**config.mk**
```make
export PLATFORM = sky130hd
export DESIGN_NAME = timed_heater_soak_controller
export DESIGN_NICKNAME = d
export VERILOG_FILES = /design/src/hw/rtl/thsc_pkg.sv /design/src/hw/rtl/timed_heater_soak_controller.sv /design/src/hw/rtl/thsc_in_stage.sv /design/src/hw/rtl/thsc_ctrl.sv /design/src/hw/rtl/thsc_out_stage.sv
export SDC_FILE = /design/constraint.sdc
export NUM_CORES = 1
export LEC_CHECK = 0
export ABC_AREA = 1
export BUFFER_PORTS_ARGS = -buffer_cell sky130_fd_sc_hd__buf_2
export CAP_MARGIN = 10
export CORE_MARGIN = 5
export CORE_UTILIZATION = 55
export DETAILED_ROUTE_END_ITERATION = 10
export GPL_TIMING_DRIVEN = 0
export HOLD_SLACK_MARGIN = 0.03
export PLACE_DENSITY = 0.73
export SLEW_MARGIN = 25
export SYNTH_ARGS = -nofsm -noshare
export SYNTH_HDL_FRONTEND = slang
export SYNTH_SLANG_ARGS = --single-unit
```
**constraint.sdc**
```tcl
create_clock -name clk -period 11.64 [get_ports clk]
set_input_delay 0.582 -clock clk [delete_from_list [all_inputs] [get_ports clk]]
set_output_delay 0.582 -clock clk [all_outputs]
set_load 0.01 [all_outputs]
```
**src/hw/rtl/thsc_pkg.sv**
```systemverilog
// thsc_pkg: shared types and constants for the timed heater soak controller.
// No dependencies; imported by every module of the block.
`timescale 1ns / 1ps

package thsc_pkg;

	localparam logic [1:0] REQ_SAMPLE = 2'd0;
	localparam logic [1:0] REQ_TICK   = 2'd1;
	localparam logic [1:0] REQ_CMD    = 2'd2;

	localparam logic [2:0] CMD_SET_TARGET = 3'd0;
	localparam logic [2:0] CMD_SET_DUR    = 3'd1;
	localparam logic [2:0] CMD_STOP       = 3'd2;
	localparam logic [2:0] CMD_PAUSE      = 3'd3;
	localparam logic [2:0] CMD_CONTINUE   = 3'd4;

	localparam logic [1:0] ST_IDLE     = 2'd0;
	localparam logic [1:0] ST_RUNNING  = 2'd1;
	localparam logic [1:0] ST_PAUSED   = 2'd2;
	localparam logic [1:0] ST_FINISHED = 2'd3;

	localparam int          FULL_SCALE_C = 500;
	localparam logic [15:0] SEC_PER_MIN  = 16'd60;
	localparam logic [15:0] STOP_SECONDS = 16'd100;

	typedef struct packed {
		logic [1:0] req_type;
		logic [2:0] cmd_code;
		logic [9:0] cmd_value;
	} thsc_in_t;

	typedef struct packed {
		logic        fan_on;
		logic        countdown_running;
		logic [15:0] seconds_left;
		logic [8:0]  temperature_c;
		logic [1:0]  run_status;
		logic        finished_now;
	} thsc_status_t;

endpackage

```
**src/hw/rtl/timed_heater_soak_controller.sv**
```systemverilog
// timed_heater_soak_controller: heater/fan soak controller, stream in, stream out.
// Path: the input register captures the word at accept; the result register takes the update when the output is free.
// Throughput: one word per cycle while the output is taken; the controller state updates in one pass.
// Reset: arst_n asynchronous active low; target 0, soak 100 s, all flags clear.
// Depends on thsc_pkg, thsc_in_stage, thsc_ctrl, thsc_out_stage.
`timescale 1ns / 1ps

module timed_heater_soak_controller import thsc_pkg::*; #(
	parameter int ADC_BITS  = 12,
	parameter int DUTY_BITS = 8,
	localparam int IN_W  = ((ADC_BITS + 13 + 7) / 8) * 8,
	localparam int OUT_W = ((DUTY_BITS + 29 + 7) / 8) * 8
) (
	input  logic             clk,
	input  logic             arst_n,
	input  logic             s_tvalid,
	output logic             s_tready,
	input  logic [IN_W-1:0]  s_tdata,  // sensor_sample, cmd_code[3], cmd_value[10]
	input  logic [1:0]       s_tuser,  // req_type
	output logic             m_tvalid,
	input  logic             m_tready,
	output logic [OUT_W-1:0] m_tdata,  // heater_duty, fan_on, countdown_running,
	                                   // seconds_left[16], temperature_c[9], run_status[2]
	output logic             m_tlast   // finished_now
);

	logic                  valid_s1;
	logic                  advance;
	logic                  load;
	thsc_in_t              in_word;
	thsc_in_t              word_s1;
	logic [ADC_BITS+8:0]   t_fx_s1;
	logic [DUTY_BITS-1:0]  duty_next, duty_q;
	thsc_status_t          status_next, status_q;

	assign advance  = valid_s1 && (!m_tvalid || m_tready);
	assign s_tready = !valid_s1 || advance;
	assign load     = s_tvalid && s_tready;

	assign in_word.req_type  = s_tuser;
	assign in_word.cmd_code  = s_tdata[ADC_BITS+2:ADC_BITS];
	assign in_word.cmd_value = s_tdata[ADC_BITS+12:ADC_BITS+3];

	thsc_in_stage #(.ADC_BITS(ADC_BITS)) u_in (
		.clk           (clk),
		.arst_n        (arst_n),
		.load          (load),
		.advance       (advance),
		.in_word       (in_word),
		.sensor_sample (s_tdata[ADC_BITS-1:0]),
		.valid_s1      (valid_s1),
		.word_s1       (word_s1),
		.t_fx_s1       (t_fx_s1)
	);

	thsc_ctrl #(.ADC_BITS(ADC_BITS), .DUTY_BITS(DUTY_BITS)) u_ctrl (
		.clk         (clk),
		.arst_n      (arst_n),
		.advance     (advance),
		.word_s1     (word_s1),
		.t_fx_s1     (t_fx_s1),
		.duty_next   (duty_next),
		.status_next (status_next)
	);

	thsc_out_stage #(.DUTY_BITS(DUTY_BITS)) u_out (
		.clk         (clk),
		.arst_n      (arst_n),
		.advance     (advance),
		.duty_next   (duty_next),
		.status_next (status_next),
		.out_ready   (m_tready),
		.out_valid   (m_tvalid),
		.duty_q      (duty_q),
		.status_q    (status_q)
	);

	assign m_tdata = OUT_W'({status_q.run_status, status_q.temperature_c,
		status_q.seconds_left, status_q.countdown_running, status_q.fan_on, duty_q});
	assign m_tlast = status_q.finished_now;

`ifndef SYNTHESIS
	a_fin_status: assert property (@(posedge clk) disable iff (!arst_n)
		m_tvalid && m_tlast |-> status_q.run_status == ST_FINISHED)
		else $error("finish word without finished status");

	a_fin_clear: assert property (@(posedge clk) disable iff (!arst_n)
		m_tvalid && m_tlast |-> status_q.seconds_left == 16'd0 && duty_q == '0
			&& !status_q.fan_on && !status_q.countdown_running)
		else $error("finish word with heater, fan or count still active");

	a_stall_only: assert property (@(posedge clk) disable iff (!arst_n)
		!s_tready |-> m_tvalid && !m_tready)
		else $error("input stalled while output free");
`endif

endmodule

```
**src/hw/rtl/thsc_in_stage.sv**
```systemverilog
// thsc_in_stage: input register; scales the ADC reading to fixed-point degrees.
// Depends on thsc_pkg.
`timescale 1ns / 1ps

module thsc_in_stage import thsc_pkg::*; #(
	parameter int ADC_BITS = 12
) (
	input  logic                  clk,
	input  logic                  arst_n,
	input  logic                  load,
	input  logic                  advance,
	input  thsc_in_t              in_word,
	input  logic [ADC_BITS-1:0]   sensor_sample,
	output logic                  valid_s1,
	output thsc_in_t              word_s1,
	output logic [ADC_BITS+8:0]   t_fx_s1
);

	localparam int TW = ADC_BITS + 9;

	logic [TW-1:0] t_fx;

	assign t_fx = TW'(sensor_sample) * TW'(FULL_SCALE_C);

	always_ff @(posedge clk or negedge arst_n) begin
		if (!arst_n) begin
			valid_s1 <= 1'b0;
		end else if (load) begin
			valid_s1 <= 1'b1;
		end else if (advance) begin
			valid_s1 <= 1'b0;
		end
	end

	always_ff @(posedge clk) begin
		if (load) begin
			word_s1 <= in_word;
			t_fx_s1 <= t_fx;
		end
	end

endmodule

```
**src/hw/rtl/thsc_ctrl.sv**
```systemverilog
// thsc_ctrl: controller state and the single-pass update for one word.
// Depends on thsc_pkg.
`timescale 1ns / 1ps

module thsc_ctrl import thsc_pkg::*; #(
	parameter int ADC_BITS  = 12,
	parameter int DUTY_BITS = 8
) (
	input  logic                  clk,
	input  logic                  arst_n,
	input  logic                  advance,
	input  thsc_in_t              word_s1,
	input  logic [ADC_BITS+8:0]   t_fx_s1,
	output logic [DUTY_BITS-1:0]  duty_next,
	output thsc_status_t          status_next
);

	localparam int DW = ADC_BITS + 11;
	localparam int PW = ADC_BITS + 20;
	localparam logic signed [DW-1:0] ONE_FX = DW'(1) << ADC_BITS;
	localparam logic signed [DW-1:0] TWO_FX = DW'(2) << ADC_BITS;
	localparam logic [18:0] DUTY_MAX = 19'((1 << DUTY_BITS) - 1);

	logic [9:0]           target_q, target_n;
	logic [15:0]          soak_q, soak_n;
	logic                 fin_q, fin_n;
	logic                 run_q, run_n;
	logic                 pause_q, pause_n;
	logic                 timer_q, timer_n;
	logic                 fan_q, fan_n;
	logic [DUTY_BITS-1:0] duty_q, duty_n;
	logic [8:0]           temp_q, temp_n;
	logic                 fin_now;

	logic signed [DW-1:0] diff;
	logic [PW-1:0]        prod;
	logic [18:0]          p;

	assign diff = $signed({1'b0, target_q, ADC_BITS'(0)} - DW'(t_fx_s1));
	assign prod = PW'(diff[DW-2:0]) * PW'(target_q);
	assign p    = prod[PW-1:ADC_BITS+1];

	always_comb begin
		target_n = target_q;
		soak_n   = soak_q;
		fin_n    = fin_q;
		run_n    = run_q;
		pause_n  = pause_q;
		timer_n  = timer_q;
		fan_n    = fan_q;
		duty_n   = duty_q;
		temp_n   = temp_q;
		fin_now  = 1'b0;
		case (word_s1.req_type)
			REQ_SAMPLE: begin
				temp_n = t_fx_s1[ADC_BITS+8:ADC_BITS];
				if (run_q && soak_q != 16'd0) begin
					if (!timer_q && diff <= ONE_FX) timer_n = 1'b1;
					fan_n = 1'b1;
					if (diff < TWO_FX) duty_n = '0;
					else if (p > DUTY_MAX) duty_n = DUTY_MAX[DUTY_BITS-1:0];
					else duty_n = p[DUTY_BITS-1:0];
				end else if (soak_q <= 16'd1 && !fin_q) begin
					run_n   = 1'b0;
					fan_n   = 1'b0;
					timer_n = 1'b0;
					duty_n  = '0;
					fin_n   = 1'b1;
					soak_n  = 16'd0;
					fin_now = 1'b1;
				end else begin
					duty_n = '0;
					fan_n  = 1'b0;
				end
			end
			REQ_TICK: begin
				if (timer_q && soak_q != 16'd0) soak_n = soak_q - 16'd1;
			end
			REQ_CMD: begin
				run_n = 1'b1;
				unique case (word_s1.cmd_code)
					CMD_SET_TARGET: target_n = word_s1.cmd_value;
					CMD_SET_DUR: begin
						soak_n = 16'(word_s1.cmd_value) * SEC_PER_MIN;
						fin_n  = 1'b0;
					end
					CMD_STOP: begin
						run_n   = 1'b0;
						fan_n   = 1'b0;
						pause_n = 1'b0;
						timer_n = 1'b0;
						soak_n  = STOP_SECONDS;
						fin_n   = 1'b0;
						temp_n  = 9'd0;
					end
					CMD_PAUSE: begin
						pause_n = 1'b1;
						run_n   = 1'b0;
						fan_n   = 1'b0;
						timer_n = 1'b0;
					end
					CMD_CONTINUE: begin
						pause_n = 1'b0;
						run_n   = 1'b1;
						fan_n   = 1'b1;
						timer_n = 1'b1;
					end
					default: ;
				endcase
			end
			default: ;
		endcase
	end

	always_comb begin
		duty_next                     = duty_n;
		status_next.fan_on            = fan_n;
		status_next.countdown_running = timer_n;
		status_next.seconds_left      = soak_n;
		status_next.temperature_c     = temp_n;
		status_next.finished_now      = fin_now;
		if (fin_n) status_next.run_status = ST_FINISHED;
		else if (run_n) status_next.run_status = ST_RUNNING;
		else if (pause_n) status_next.run_status = ST_PAUSED;
		else status_next.run_status = ST_IDLE;
	end

	always_ff @(posedge clk or negedge arst_n) begin
		if (!arst_n) begin
			target_q <= 10'd0;
			soak_q   <= STOP_SECONDS;
			fin_q    <= 1'b0;
			run_q    <= 1'b0;
			pause_q  <= 1'b0;
			timer_q  <= 1'b0;
			fan_q    <= 1'b0;
			duty_q   <= '0;
			temp_q   <= 9'd0;
		end else if (advance) begin
			target_q <= target_n;
			soak_q   <= soak_n;
			fin_q    <= fin_n;
			run_q    <= run_n;
			pause_q  <= pause_n;
			timer_q  <= timer_n;
			fan_q    <= fan_n;
			duty_q   <= duty_n;
			temp_q   <= temp_n;
		end
	end

endmodule

```
**src/hw/rtl/thsc_out_stage.sv**
```systemverilog
// thsc_out_stage: result register holding the output word until taken.
// Depends on thsc_pkg.
`timescale 1ns / 1ps

module thsc_out_stage import thsc_pkg::*; #(
	parameter int DUTY_BITS = 8
) (
	input  logic                  clk,
	input  logic                  arst_n,
	input  logic                  advance,
	input  logic [DUTY_BITS-1:0]  duty_next,
	input  thsc_status_t          status_next,
	input  logic                  out_ready,
	output logic                  out_valid,
	output logic [DUTY_BITS-1:0]  duty_q,
	output thsc_status_t          status_q
);

	always_ff @(posedge clk or negedge arst_n) begin
		if (!arst_n) begin
			out_valid <= 1'b0;
		end else if (advance) begin
			out_valid <= 1'b1;
		end else if (out_ready) begin
			out_valid <= 1'b0;
		end
	end

	always_ff @(posedge clk) begin
		if (advance) begin
			duty_q   <= duty_next;
			status_q <= status_next;
		end
	end

endmodule
```
### After elaboration in Yosys (flattened, before gate mapping)

Index checks and enable logic that the tools add are counted.

* bits in registers: 122
* input bits: 38
* word-level logic and storage cells: 98

* add/subtract/negate cells: 2
* multipliers: 3
* order comparisons: 4
* equal/unequal tests: 6
* muxes and demuxes: 36
* bitwise logic cells: 1
* reductions and logical operators: 23

Operator list (number)
* 16-bit two-way mux: 3
* 16-bit one-hot mux with 3 select lines: 1
* 22-bit by 10-bit multiplier with 32-bit output: 1
* 8-bit two-way mux: 4
* 16-bit one-hot mux with 2 select lines: 1
* 23-bit by 14-bit less-or-equal comparator with 1-bit output (second input constant): 1
* 23-bit by 15-bit < comparator with 1-bit output (second input constant): 1
* 22-bit by 21-bit subtractor with 23-bit output: 1
* 19-bit by 8-bit greater-than comparator with 1-bit output (second input constant): 1
* 12-bit by 7-bit multiplier with 19-bit output (second input constant): 1
* 9-bit one-hot mux with 2 select lines: 1
* 16-bit by 1-bit less-or-equal comparator with 1-bit output (second input constant): 1
* 1-bit two-way mux: 16
* 16-bit nonzero test: 1
* 16-bit by 1-bit subtractor with 16-bit output (second input constant): 1
* 10-bit by 4-bit multiplier with 14-bit output (second input constant): 1
* 1-bit one-hot mux with 2 select lines: 7
* 2-bit OR reduction: 5
* 9-bit two-way mux: 1
* 3-bit by 2-bit equality test with 1-bit output (second input constant): 2
* 1-bit logical AND: 6
* 1-bit zero test: 4
* 2-bit two-way mux: 2
* 2-bit nonzero test: 2
* 9 further kinds: 10

### Depth between registers and ports, before layout

Gate-level depths: netlist of run 1.

* depth after elaboration: 7
* depth in mapped cells: 41

### Hierarchy

A second synthesis of run 1 with hierarchy kept.

* cells, all modules: 2186
* area, all modules: 16948.8 um^2

Modules (own cells, without submodules)
* thsc_ctrl: instances 1, cells an instance 1791, area an instance 12368.1 um^2, seq. area each 1204.9 um^2
* thsc_in_stage: instances 1, cells an instance 343, area an instance 3349.5 um^2, seq. area each 1046.0 um^2
* thsc_out_stage: instances 1, cells an instance 43, area an instance 1181.1 um^2, seq. area each 1166.1 um^2
* timed_heater_soak_controller: instances 1, cells an instance 9, area an instance 50.0 um^2, seq. area each 0.0 um^2

### Worst setup path before layout of run 1

Ideal clock, no wire load.

* path kind: flip-flop to flip-flop
* from: register u_ctrl.target_q[0]
* to: register u_out.duty_q[6] (data pin)
* arrival: 5798 ps
* setup slack: 5588 ps
* stages on the path, launching flop included: 31
* path buffers: 0
* period minus slack after synthesis: 6052 ps
* cells stage by stage: dfrtp_1 -> ha_1 -> inv_1 -> nor3b_2 -> nand2_2 -> nand2_4 -> xor2_2 -> inv_1 -> nor2_1 -> fa_1 -> fa_1 -> fa_1 -> fa_1 -> inv_1 -> fa_1 -> inv_1 -> ha_1 -> nand2_1 -> inv_2 -> nand2_1 -> nand3_1 -> a21oi_2 -> nor2_1 -> nor2_1 -> o21ai_0 -> nand2_1 -> nand3_1 -> nor2_4 -> nand3_1 -> nand2_2 -> nand2_2

* word-level cells in the longest chain between the ends: 7

RTL lines
* start, declared: line thsc_ctrl.sv:24 `logic [9:0] target_q, target_n;`
* start signal, assigned: line thsc_ctrl.sv:140 `target_q <= target_n;`
* 22-bit by 21-bit subtractor with 23-bit output: line thsc_ctrl.sv:39 `assign diff = $signed({1'b0, target_q, ADC_BITS'(0)} - DW'(t_fx_s1));`
* 22-bit by 10-bit multiplier with 32-bit output: line thsc_ctrl.sv:40 `assign prod = PW'(diff[DW-2:0]) * PW'(target_q);`
* 19-bit by 8-bit greater-than comparator with 1-bit output: line thsc_ctrl.sv:61 `else if (p > DUTY_MAX) duty_n = DUTY_MAX[DUTY_BITS-1:0];`
* 8-bit two-way mux: line thsc_ctrl.sv:61
* 8-bit two-way mux (*): line thsc_ctrl.sv:60 `if (diff < TWO_FX) duty_n = '0;`
* 8-bit two-way mux (*): line thsc_ctrl.sv:57 `if (run_q && soak_q != 16'd0) begin`
* 8-bit two-way mux (*): line thsc_ctrl.sv:54 `case (word_s1.req_type)`
* net duty_next[6]: line timed_heater_soak_controller.sv:33 `logic [DUTY_BITS-1:0] duty_next, duty_q;`
* end signal, assigned: line thsc_out_stage.sv:31 `duty_q <= duty_next;`
* end, declared: line thsc_out_stage.sv:15 `output logic [DUTY_BITS-1:0] duty_q,`

The timed path passes the listed nets; every way through them passes the cells marked *.
A chain may end at the register's enable or synchronous reset.

### Worst setup path after layout of run 1

* from: register u_ctrl.target_q[4]
* to: register u_out.duty_q[3] (data pin)

The elaborated chain is that of the path after synthesis.

==> metrics.txt, run 1 <==
most frequent cells in the layout=nand2_1 (468), inv_1 (331), nor2_1 (217); number of synthesized flops with an enable pin=72; Die H=~180 µm; IO buf count=70; global-route wire length before repair=about 66000 µm; Gates resized, CTS repair=0; TritonCTS clock tree=yes; design area=about 0.017 mm²; r2r endpoint=u_out.duty_q[3]; setup bufs post-CTS=0; highest cell delay on the worst timing path=560 ps; Skew-Pair Late Insertion Delay=420 ps; worst setup margin=4470 ps; Final setup viols=0; Final min period=7170 ps; cts hold-fix bufs=0; routability cong.=roughly 0.96; DP Worst Slack=4640 ps; Crit-path slowest cell=fa_1; synthesized area per cell=8.09 µm²; max cap viols=0; Final Hold Fails=0; reg2reg start=u_ctrl.target_q[4]; internal reg-to-reg setup slack=4470 ps; critical path peak fanout=8; mux contribution to synthesized area=0.0635%; Initial Util=between 50 and 60%; diodes inserted=0; Setup Skew=approximately 12 ps; Final Max Tran Viols=0; vias=13092; Die W=179 µm; IO Pins=81; DP Wirelength=32000 µm; most common cell after layout, fill and taps aside=nand2_1; unrepaired setup endpoints after global routing=no; Tightest Pin Transition=about 960 ps; most frequent CP cell=nand2_1; Setup crit end kind=flop; Rows=62; Setup CP Type=flop to flop; achievable clock frequency=between 0.1 and 0.15 GHz; ys async rst share=41.0%; CTS Buf Count=17; Cells after Synth=1947; synth-to-layout area growth=9.14%; Die ar.=roughly 0.032 mm²; antenna violations before repair=0; Final ANT Viol Nets=0; GRT overflow=0; CTS sink count=between 100 and 150; final period utilization=61.6%; hold_ws=202 ps; Synth Area in Compound Gates=6.59%; TNS Setup=0 ps; DP Area=0.0166 mm²; status=finished, final reports clean; WL final=39100 µm; Adder-Cell Fraction of Synth Area=35.9%; largest net degree at the start of global routing=~50; vias in the first global route=13431; Post-Syn Area=0.0158 mm²; worst relative slew slack=a little over a third; Post-synth top flop=edfxtp_1; main combinational cell family by area after synthesis=adder cells; GR Util All Layers=25.7%; Remaining DRCs=0; yosys synthesis warning count=0; Worst Setup Start Kind=flop; 1st-iter DRT viols=1018; Netlist cell types=54; synthesis-stage register bit count=122; Root Buffer Master=clkbuf_16; Synth Area in XOR/XNOR=2.14%; Core ar.=0.0285 mm²; critical path data required time=11820 ps; via/cell ratio=approximately 5.4; share of layout cells above drive strength 1=10.8%; Simple-Gate Fraction of Synth Area=about a quarter; Final #Nets=around 2400; Critical Path AT=7350 ps; Clock transition at path regs=60 ps; Max Buffers Root-to-Sink=2; sequential area share after synthesis=21.7%; H-tree depth=4; Hold Path Class=input port to async pin; Register-to-Register Path Depth=31; drt pass-1 iters=5; WL/cell=16.1 µm
-- per-stage QoR --
| stage | cells | utilization (%) |
|---|---|---|
| floorplan | 1949 | - |
| global placement | 2403 | 58.3 |
| detailed placement | 2403 | 58.3 |
| CTS | 2435 | 60.4 |
| global route | 2435 | 60.4 |
| finish | 2435 | 60.4 |
-- worst max-delay path: cells and delay by family (launching register included) --
| family | cells | cell delay [ps] |
|---|---|---|
| simple gates | 18 | 2260 |
| fa+ha+maj | 8 | 3400 |
| flops | 1 | 510 |
| compound gates | 2 | 250 |
| buf+inv | 3 | 490 |
-- synthesized netlist by cell type (2+ instances only) --
cell type	n	area, µm²
nand3b_1	5	37.5
nor3_2	2	20.0
inv_2	22	82.6
a21boi_0	2	15.0
a21oi_2	4	35.0
nand2_4	7	78.8
nor2_4	4	45.0
buf_4	7	52.6
nand3_2	6	60.1
o21bai_1	8	60.1
fa_1	196	3920
nor2_2	17	106
nand4_1	17	106
xor2_1	24	210
buf_2	4	20.0
edfxtp_1	72	2160
clkinv_1	8	30.0
nor3_1	14	70.1
o211ai_1	5	37.5
o21ai_0	60	300
xnor2_1	9	78.8
a21oi_1	64	320
o21ai_1	4	20.0
nand2_2	35	219
o2111ai_1	3	26.3
nor4_1	2	12.5
o21a_1	2	15.0
nand2_1	468	1760
inv_1	332	1250
dfstp_2	3	78.8
o22ai_1	12	75.1
ha_1	139	1740
a31oi_1	5	31.3
nand3_1	73	365
clkbuf_1	24	90.1
dfrtp_1	47	1180
o221ai_1	5	43.8
xor2_2	3	48.8
a21o_1	2	15.0
nor2_1	217	815
-- cells by family after synthesis --
group	count (synthesis)
adders and majority gates	335
other	1
DFF	122
AOI/OAI and AO/OA	181
buffers and inverters	398
xor gates and xnor gates	36
and+or+nand+nor	873
muxes	1
-- registers in the layout, summed over array words and instances, names as in the netlist --
name and count:
u_out.status_q 30, u_in.t_fx_s1 19, u_ctrl.soak_q 16, u_in.word_s1 15
u_ctrl.target_q 10, u_ctrl.temp_q 9, u_ctrl.duty_q 8, u_out.duty_q 8
u_ctrl.fan_q 1, u_ctrl.fin_q 1, u_ctrl.pause_q 1, u_ctrl.run_q 1
u_ctrl.timer_q 1, u_in.valid_s1 1, u_out.out_valid 1
-- layout make-up --
| type | instances | area [µm²] |
|---|---|---|
| Clock inverter | 13 | 166 |
| Clock buffer | 19 | 433 |
| Fill cell | 2534 | 11300 |
| Sequential cell | 122 | 3420 |
| Multi-Input combinational cell | 1429 | 10800 |
| Timing Repair Buffer | 70 | 353 |
| Buffer | 36 | 168 |
| Inverter | 362 | 1360 |
| Tap cell | 384 | 480 |
-- how the worst max path moves through the flow --
| stage | slack [ps] | depth (start not counted) | from | end |
|---|---|---|---|---|
| 6_report | 4470 | 31 | u_ctrl.target_q[4] | u_out.duty_q[3] |
| 5_1_grt | 4120 | 36 | u_ctrl.target_q[4] | u_ctrl.duty_q[7] |
| 4_1_cts | 4570 | 29 | u_ctrl.target_q[0] | u_out.duty_q[7] |
| 3_5_place_dp | 4640 | 29 | u_ctrl.target_q[0] | u_out.duty_q[7] |
| 3_3_place_gp | 4710 | 31 | u_ctrl.target_q[4] | u_out.duty_q[7] |
| 2_1_floorplan | 5590 | 30 | u_ctrl.target_q[0] | u_out.duty_q[6] |
-- per-layer routing --
| metal | vias up | GRT usage (%) | share of wire [%] |
|---|---|---|---|
| li1 | 6242 | - | - |
| met1 | 6313 | 34.6 | 43 |
| met2 | 457 | 43.6 | 49 |
| met3 | 80 | 3.48 | 6.1 |
| met4 | 0 | 7.55 | 2.8 |
| met5 | - | 0 | 0 |
Power of run 1 is left out: the tool's default activity adds up to more than one toggle a clock period on the data nets, which glitch-free logic cannot reach.
==> run 2: changes to the inputs <==
--- a/config.mk
+++ b/config.mk
@@ -5,7 +5,7 @@
 export SDC_FILE = /design/constraint.sdc
 export NUM_CORES = 1
 export LEC_CHECK = 0
-export ABC_AREA = 1
+export ABC_AREA = 0
 export BUFFER_PORTS_ARGS = -buffer_cell sky130_fd_sc_hd__buf_2
 export CAP_MARGIN = 10
 export CORE_MARGIN = 5
@@ -13,7 +13,7 @@
 export DETAILED_ROUTE_END_ITERATION = 10
 export GPL_TIMING_DRIVEN = 0
 export HOLD_SLACK_MARGIN = 0.03
-export PLACE_DENSITY = 0.73
+export PLACE_DENSITY = 0.76
 export SLEW_MARGIN = 25
 export SYNTH_ARGS = -nofsm -noshare
 export SYNTH_HDL_FRONTEND = slang
==> constraint.sdc (replaced) <==
create_clock -name clk -period 6.2 [get_ports clk]
set_input_delay 0.31 -clock clk [delete_from_list [all_inputs] [get_ports clk]]
set_output_delay 0.31 -clock clk [all_outputs]
set_load 0.01 [all_outputs]
==> run 2 against run 1 <==
The flow now finishes with violations (setup timing); routed wire length down 7.2%; final cell count fell by 18%; via count down 11%; first-iteration DRC count down 21%; setup slack lost 5500 ps; die area down 5.4%; largest cell class unchanged.
==> metrics.txt, run 2 <==
highest cell delay on the worst timing path=550 ps (about the same); main combinational cell family by area after synthesis=adder cells; Crit-path slowest cell=fa_1; unrepaired setup endpoints after global routing=yes; Register-to-Register Path Depth=28 (-9.7%); critical path data required time=6380 ps (-5440 ps); worst hold path endpoint=u_in.word_s1[0]; Final setup viols=16 (+16); Setup Skew=12.2 ps (+0.547 ps); number of fill cells=2025 (-20%); Simple-Gate Fraction of Synth Area=16.2% (-7.6 points); via/cell ratio=5.86 (+8.9%); WL/cell=18.2 µm (+13%); fin cells=1999 (-18%); largest net degree at the start of global routing=51 (unchanged); antenna violations before repair=0 (unchanged); top-count cell post-synth=fa_1; Die W=174 µm (-2.7%); global-route wire length before repair=60000 µm (-8.5%); GR Util All Layers=24.3% (-1.4 points); Max Buffers Root-to-Sink=2 (unchanged); Clock transition at path regs=60 ps (about the same); DP Wirelength=27100 µm (-15%); most frequent CP cell=fa_1; crit path buf inv count=8 (+5); achievable clock frequency=0.138 GHz (-1.2%); Post-synth top flop=edfxtp_1; Setup crit end kind=flop; r2r endpoint=u_out.duty_q[6]; CTS Buf Count=17 (unchanged); Cells after Synth=1492 (-23%); max cap viols=0 (unchanged); Post-Syn Area=0.0149 mm² (-5.7%); area occupied by registers=0.00342 mm² (+0.11%); Final ANT Viol Nets=0 (unchanged); 1st-iter DRT viols=806 (-21%); synthesis-stage register bit count=122 (unchanged); CTS sink count=122 (unchanged); Top reg by flops=u_out.status_q; drt pass-1 iters=5 (unchanged); critical path peak fanout=8 (unchanged); Setup CP Type=flop to flop; worst min-delay path startpoint=s_tdata[15]; vias=11706 (-11%); top cells by count, synth=fa_1 (196), inv_1 (193), nand2_1 (176); Final Hold Fails=0 (unchanged); routability cong.=0.961 (-0.10%); Synth Area in XOR/XNOR=2.93% (+0.79 points); Remaining DRCs=0 (unchanged); ranking of synthesized cells by area=fa_1 (26%), edfxtp_1 (15%), ha_1 (12%); vias in the first global route=12343 (-8.1%); most frequent cells in the layout=fa_1 (190), inv_1 (182), nand2_1 (171); Adder-Cell Fraction of Synth Area=38.1% (+2.2 points); yosys synthesis warning count=0 (unchanged); IO buf count=70 (unchanged); Die ar.=0.0304 mm² (-5.4%); Final #Nets=2018 (-16%); Die H=174 µm (-2.7%); sequential area share after synthesis=23.0% (+1.3 points); Placed Cells=1907 (-21%); failing checks=setup timing; Tightest Pin Transition=704 ps (-255 ps); IO Pins=81 (unchanged); number of synthesized flops with an enable pin=72 (unchanged); Synth Area in Compound Gates=11.4% (+4.8 points); Largest register FFs=30 (unchanged); hold_ws=43.8 ps (-158 ps); Top Family by Delay on Critical Path=adder cells; internal reg-to-reg setup slack=-1050 ps (-5520 ps); worst setup margin=-1050 ps (-5520 ps); status=complete, but fails checks; diodes inserted=0 (unchanged); largest area contributor in the synthesized netlist=fa_1; worst relative slew slack=53.1% (+17 points); final period utilization=117% (+55 points); mux contribution to synthesized area=1.62% (+1.6 points); Hold Path Class=input port to flop; H-tree depth=4 (unchanged); Core ar.=0.0268 mm² (-5.9%); Root Buffer Master=clkbuf_16; reg2reg start=u_in.t_fx_s1[2]; ys async rst share=41.0% (unchanged); Worst Setup Start Kind=flop; WL final=36300 µm (-7.2%); TritonCTS clock tree=yes; Skew-Pair Late Insertion Delay=440 ps (+20 ps); synthesized area per cell=9.96 µm² (+23%); Netlist cell types=81 (+50%); Initial Util=55.5% (+0.12 points); Rows=60 (-3.2%); Final min period=7250 ps (+84.2 ps); synth-to-layout area growth=17.7%; Critical Path AT=7430 ps (+80 ps); Multi-input gate area=0.0111 mm² (+2.6%); post-synth top area share=26.4% (+1.5 points); largest registers ranked by flip-flop count=u_out.status_q x30, u_in.t_fx_s1 x19, u_ctrl.soak_q x16; GRT overflow=0 (unchanged); most common cell after layout, fill and taps aside=fa_1; Final Max Tran Viols=0 (unchanged); hold depth=1; share of layout cells above drive strength 1=19.3% (+8.5 points)
run 2: cell types whose count changed after synthesis, sizes merged, moves of 21 or more:
cell	previous run	this run
xnor2	9	35
nor2	239	46
clkbuf	25	60
a21oi	68	44
nand2b	1	22
inv	354	193
nand3	79	15
and2	1	114
nand2	510	176
run 2: per-layer routing:
| metal | wire length [µm] | vias to the layer above | global-route usage (%) |
|---|---|---|---|
| met1 | 15000 | 5895 | 31.0 |
| met2 | 18200 | 435 | 41.9 |
| li1 | - | 5297 | - |
| met4 | 1010 | 0 | 8.38 |
| met5 | 0 | - | 0 |
| met3 | 2070 | 79 | 4.05 |
run 2: timing repair:
action / in CTS / in global routing
hold endpoints to repair: 47 / 0
endpoints found under the setup margin: 16 / 16
gates resized for setup: 88 / 17
hold buffers: 1 / 0
setup buffers: 44 / 20
pin swaps: 65 / 27
run 2: cell type report:
class                           instances  area share (%)
Inverter                              193            4.15
Multi-Input combinational cell       1113            63.4
Tap cell                              341            2.44
Buffer                                 61            1.85
Clock buffer                           18            2.51
Clock inverter                         14           0.980
Timing Repair Buffer                  137            5.11
Sequential cell                       122            19.5
run 2: through the flow:
step / setup slack (ps) / utilization, % / TNS, ps / instance area, µm²
final: -1050 / 65.3 / -16220 / 17500
after detailed placement: -1640 / 59.4 / -24890 / 15900
after global placement: -1610 / 59.3 / -24170 / 15900
after floorplan: -782 / - / -11450 / 15100
after CTS: -901 / 64.4 / -13940 / 17300
after global routing: -1270 / 65.3 / -19770 / 17500
run 2: worst max path at each step:
stage                            start         endpoint  cells past startpoint
floorplan              u_in.t_fx_s1[2]  u_out.duty_q[0]                     27
finish                 u_in.t_fx_s1[2]  u_out.duty_q[6]                     28
global placement    u_ctrl.target_q[0]  u_out.duty_q[6]                     25
detailed placement  u_ctrl.target_q[0]  u_out.duty_q[6]                     24
CTS                    u_in.t_fx_s1[2]  u_out.duty_q[6]                     27
global route        u_ctrl.target_q[0]  u_out.duty_q[6]                     24
run 2: logic make-up after synthesis:
group / count (synthesis)
multiplexers: 22
buffers and inverters: 259
XOR/XNOR: 48
adder cells (fa/ha/maj): 335
AO/OA/AOI/OAI: 239
AND/OR/NAND/NOR: 466
other: 1
flip-flops: 122
run 2: worst reg2reg max path, delay by kind of cell, from the launching register on:
| family | cells | cell delay [ps] |
|---|---|---|
| xor+xnor | 1 | 150 |
| flops | 1 | 420 |
| buf+inv | 8 | 910 |
| compound gates | 7 | 1390 |
| simple gates | 5 | 1210 |
| fa+ha+maj | 7 | 2930 |
Power of run 2 is left out for the same reason.
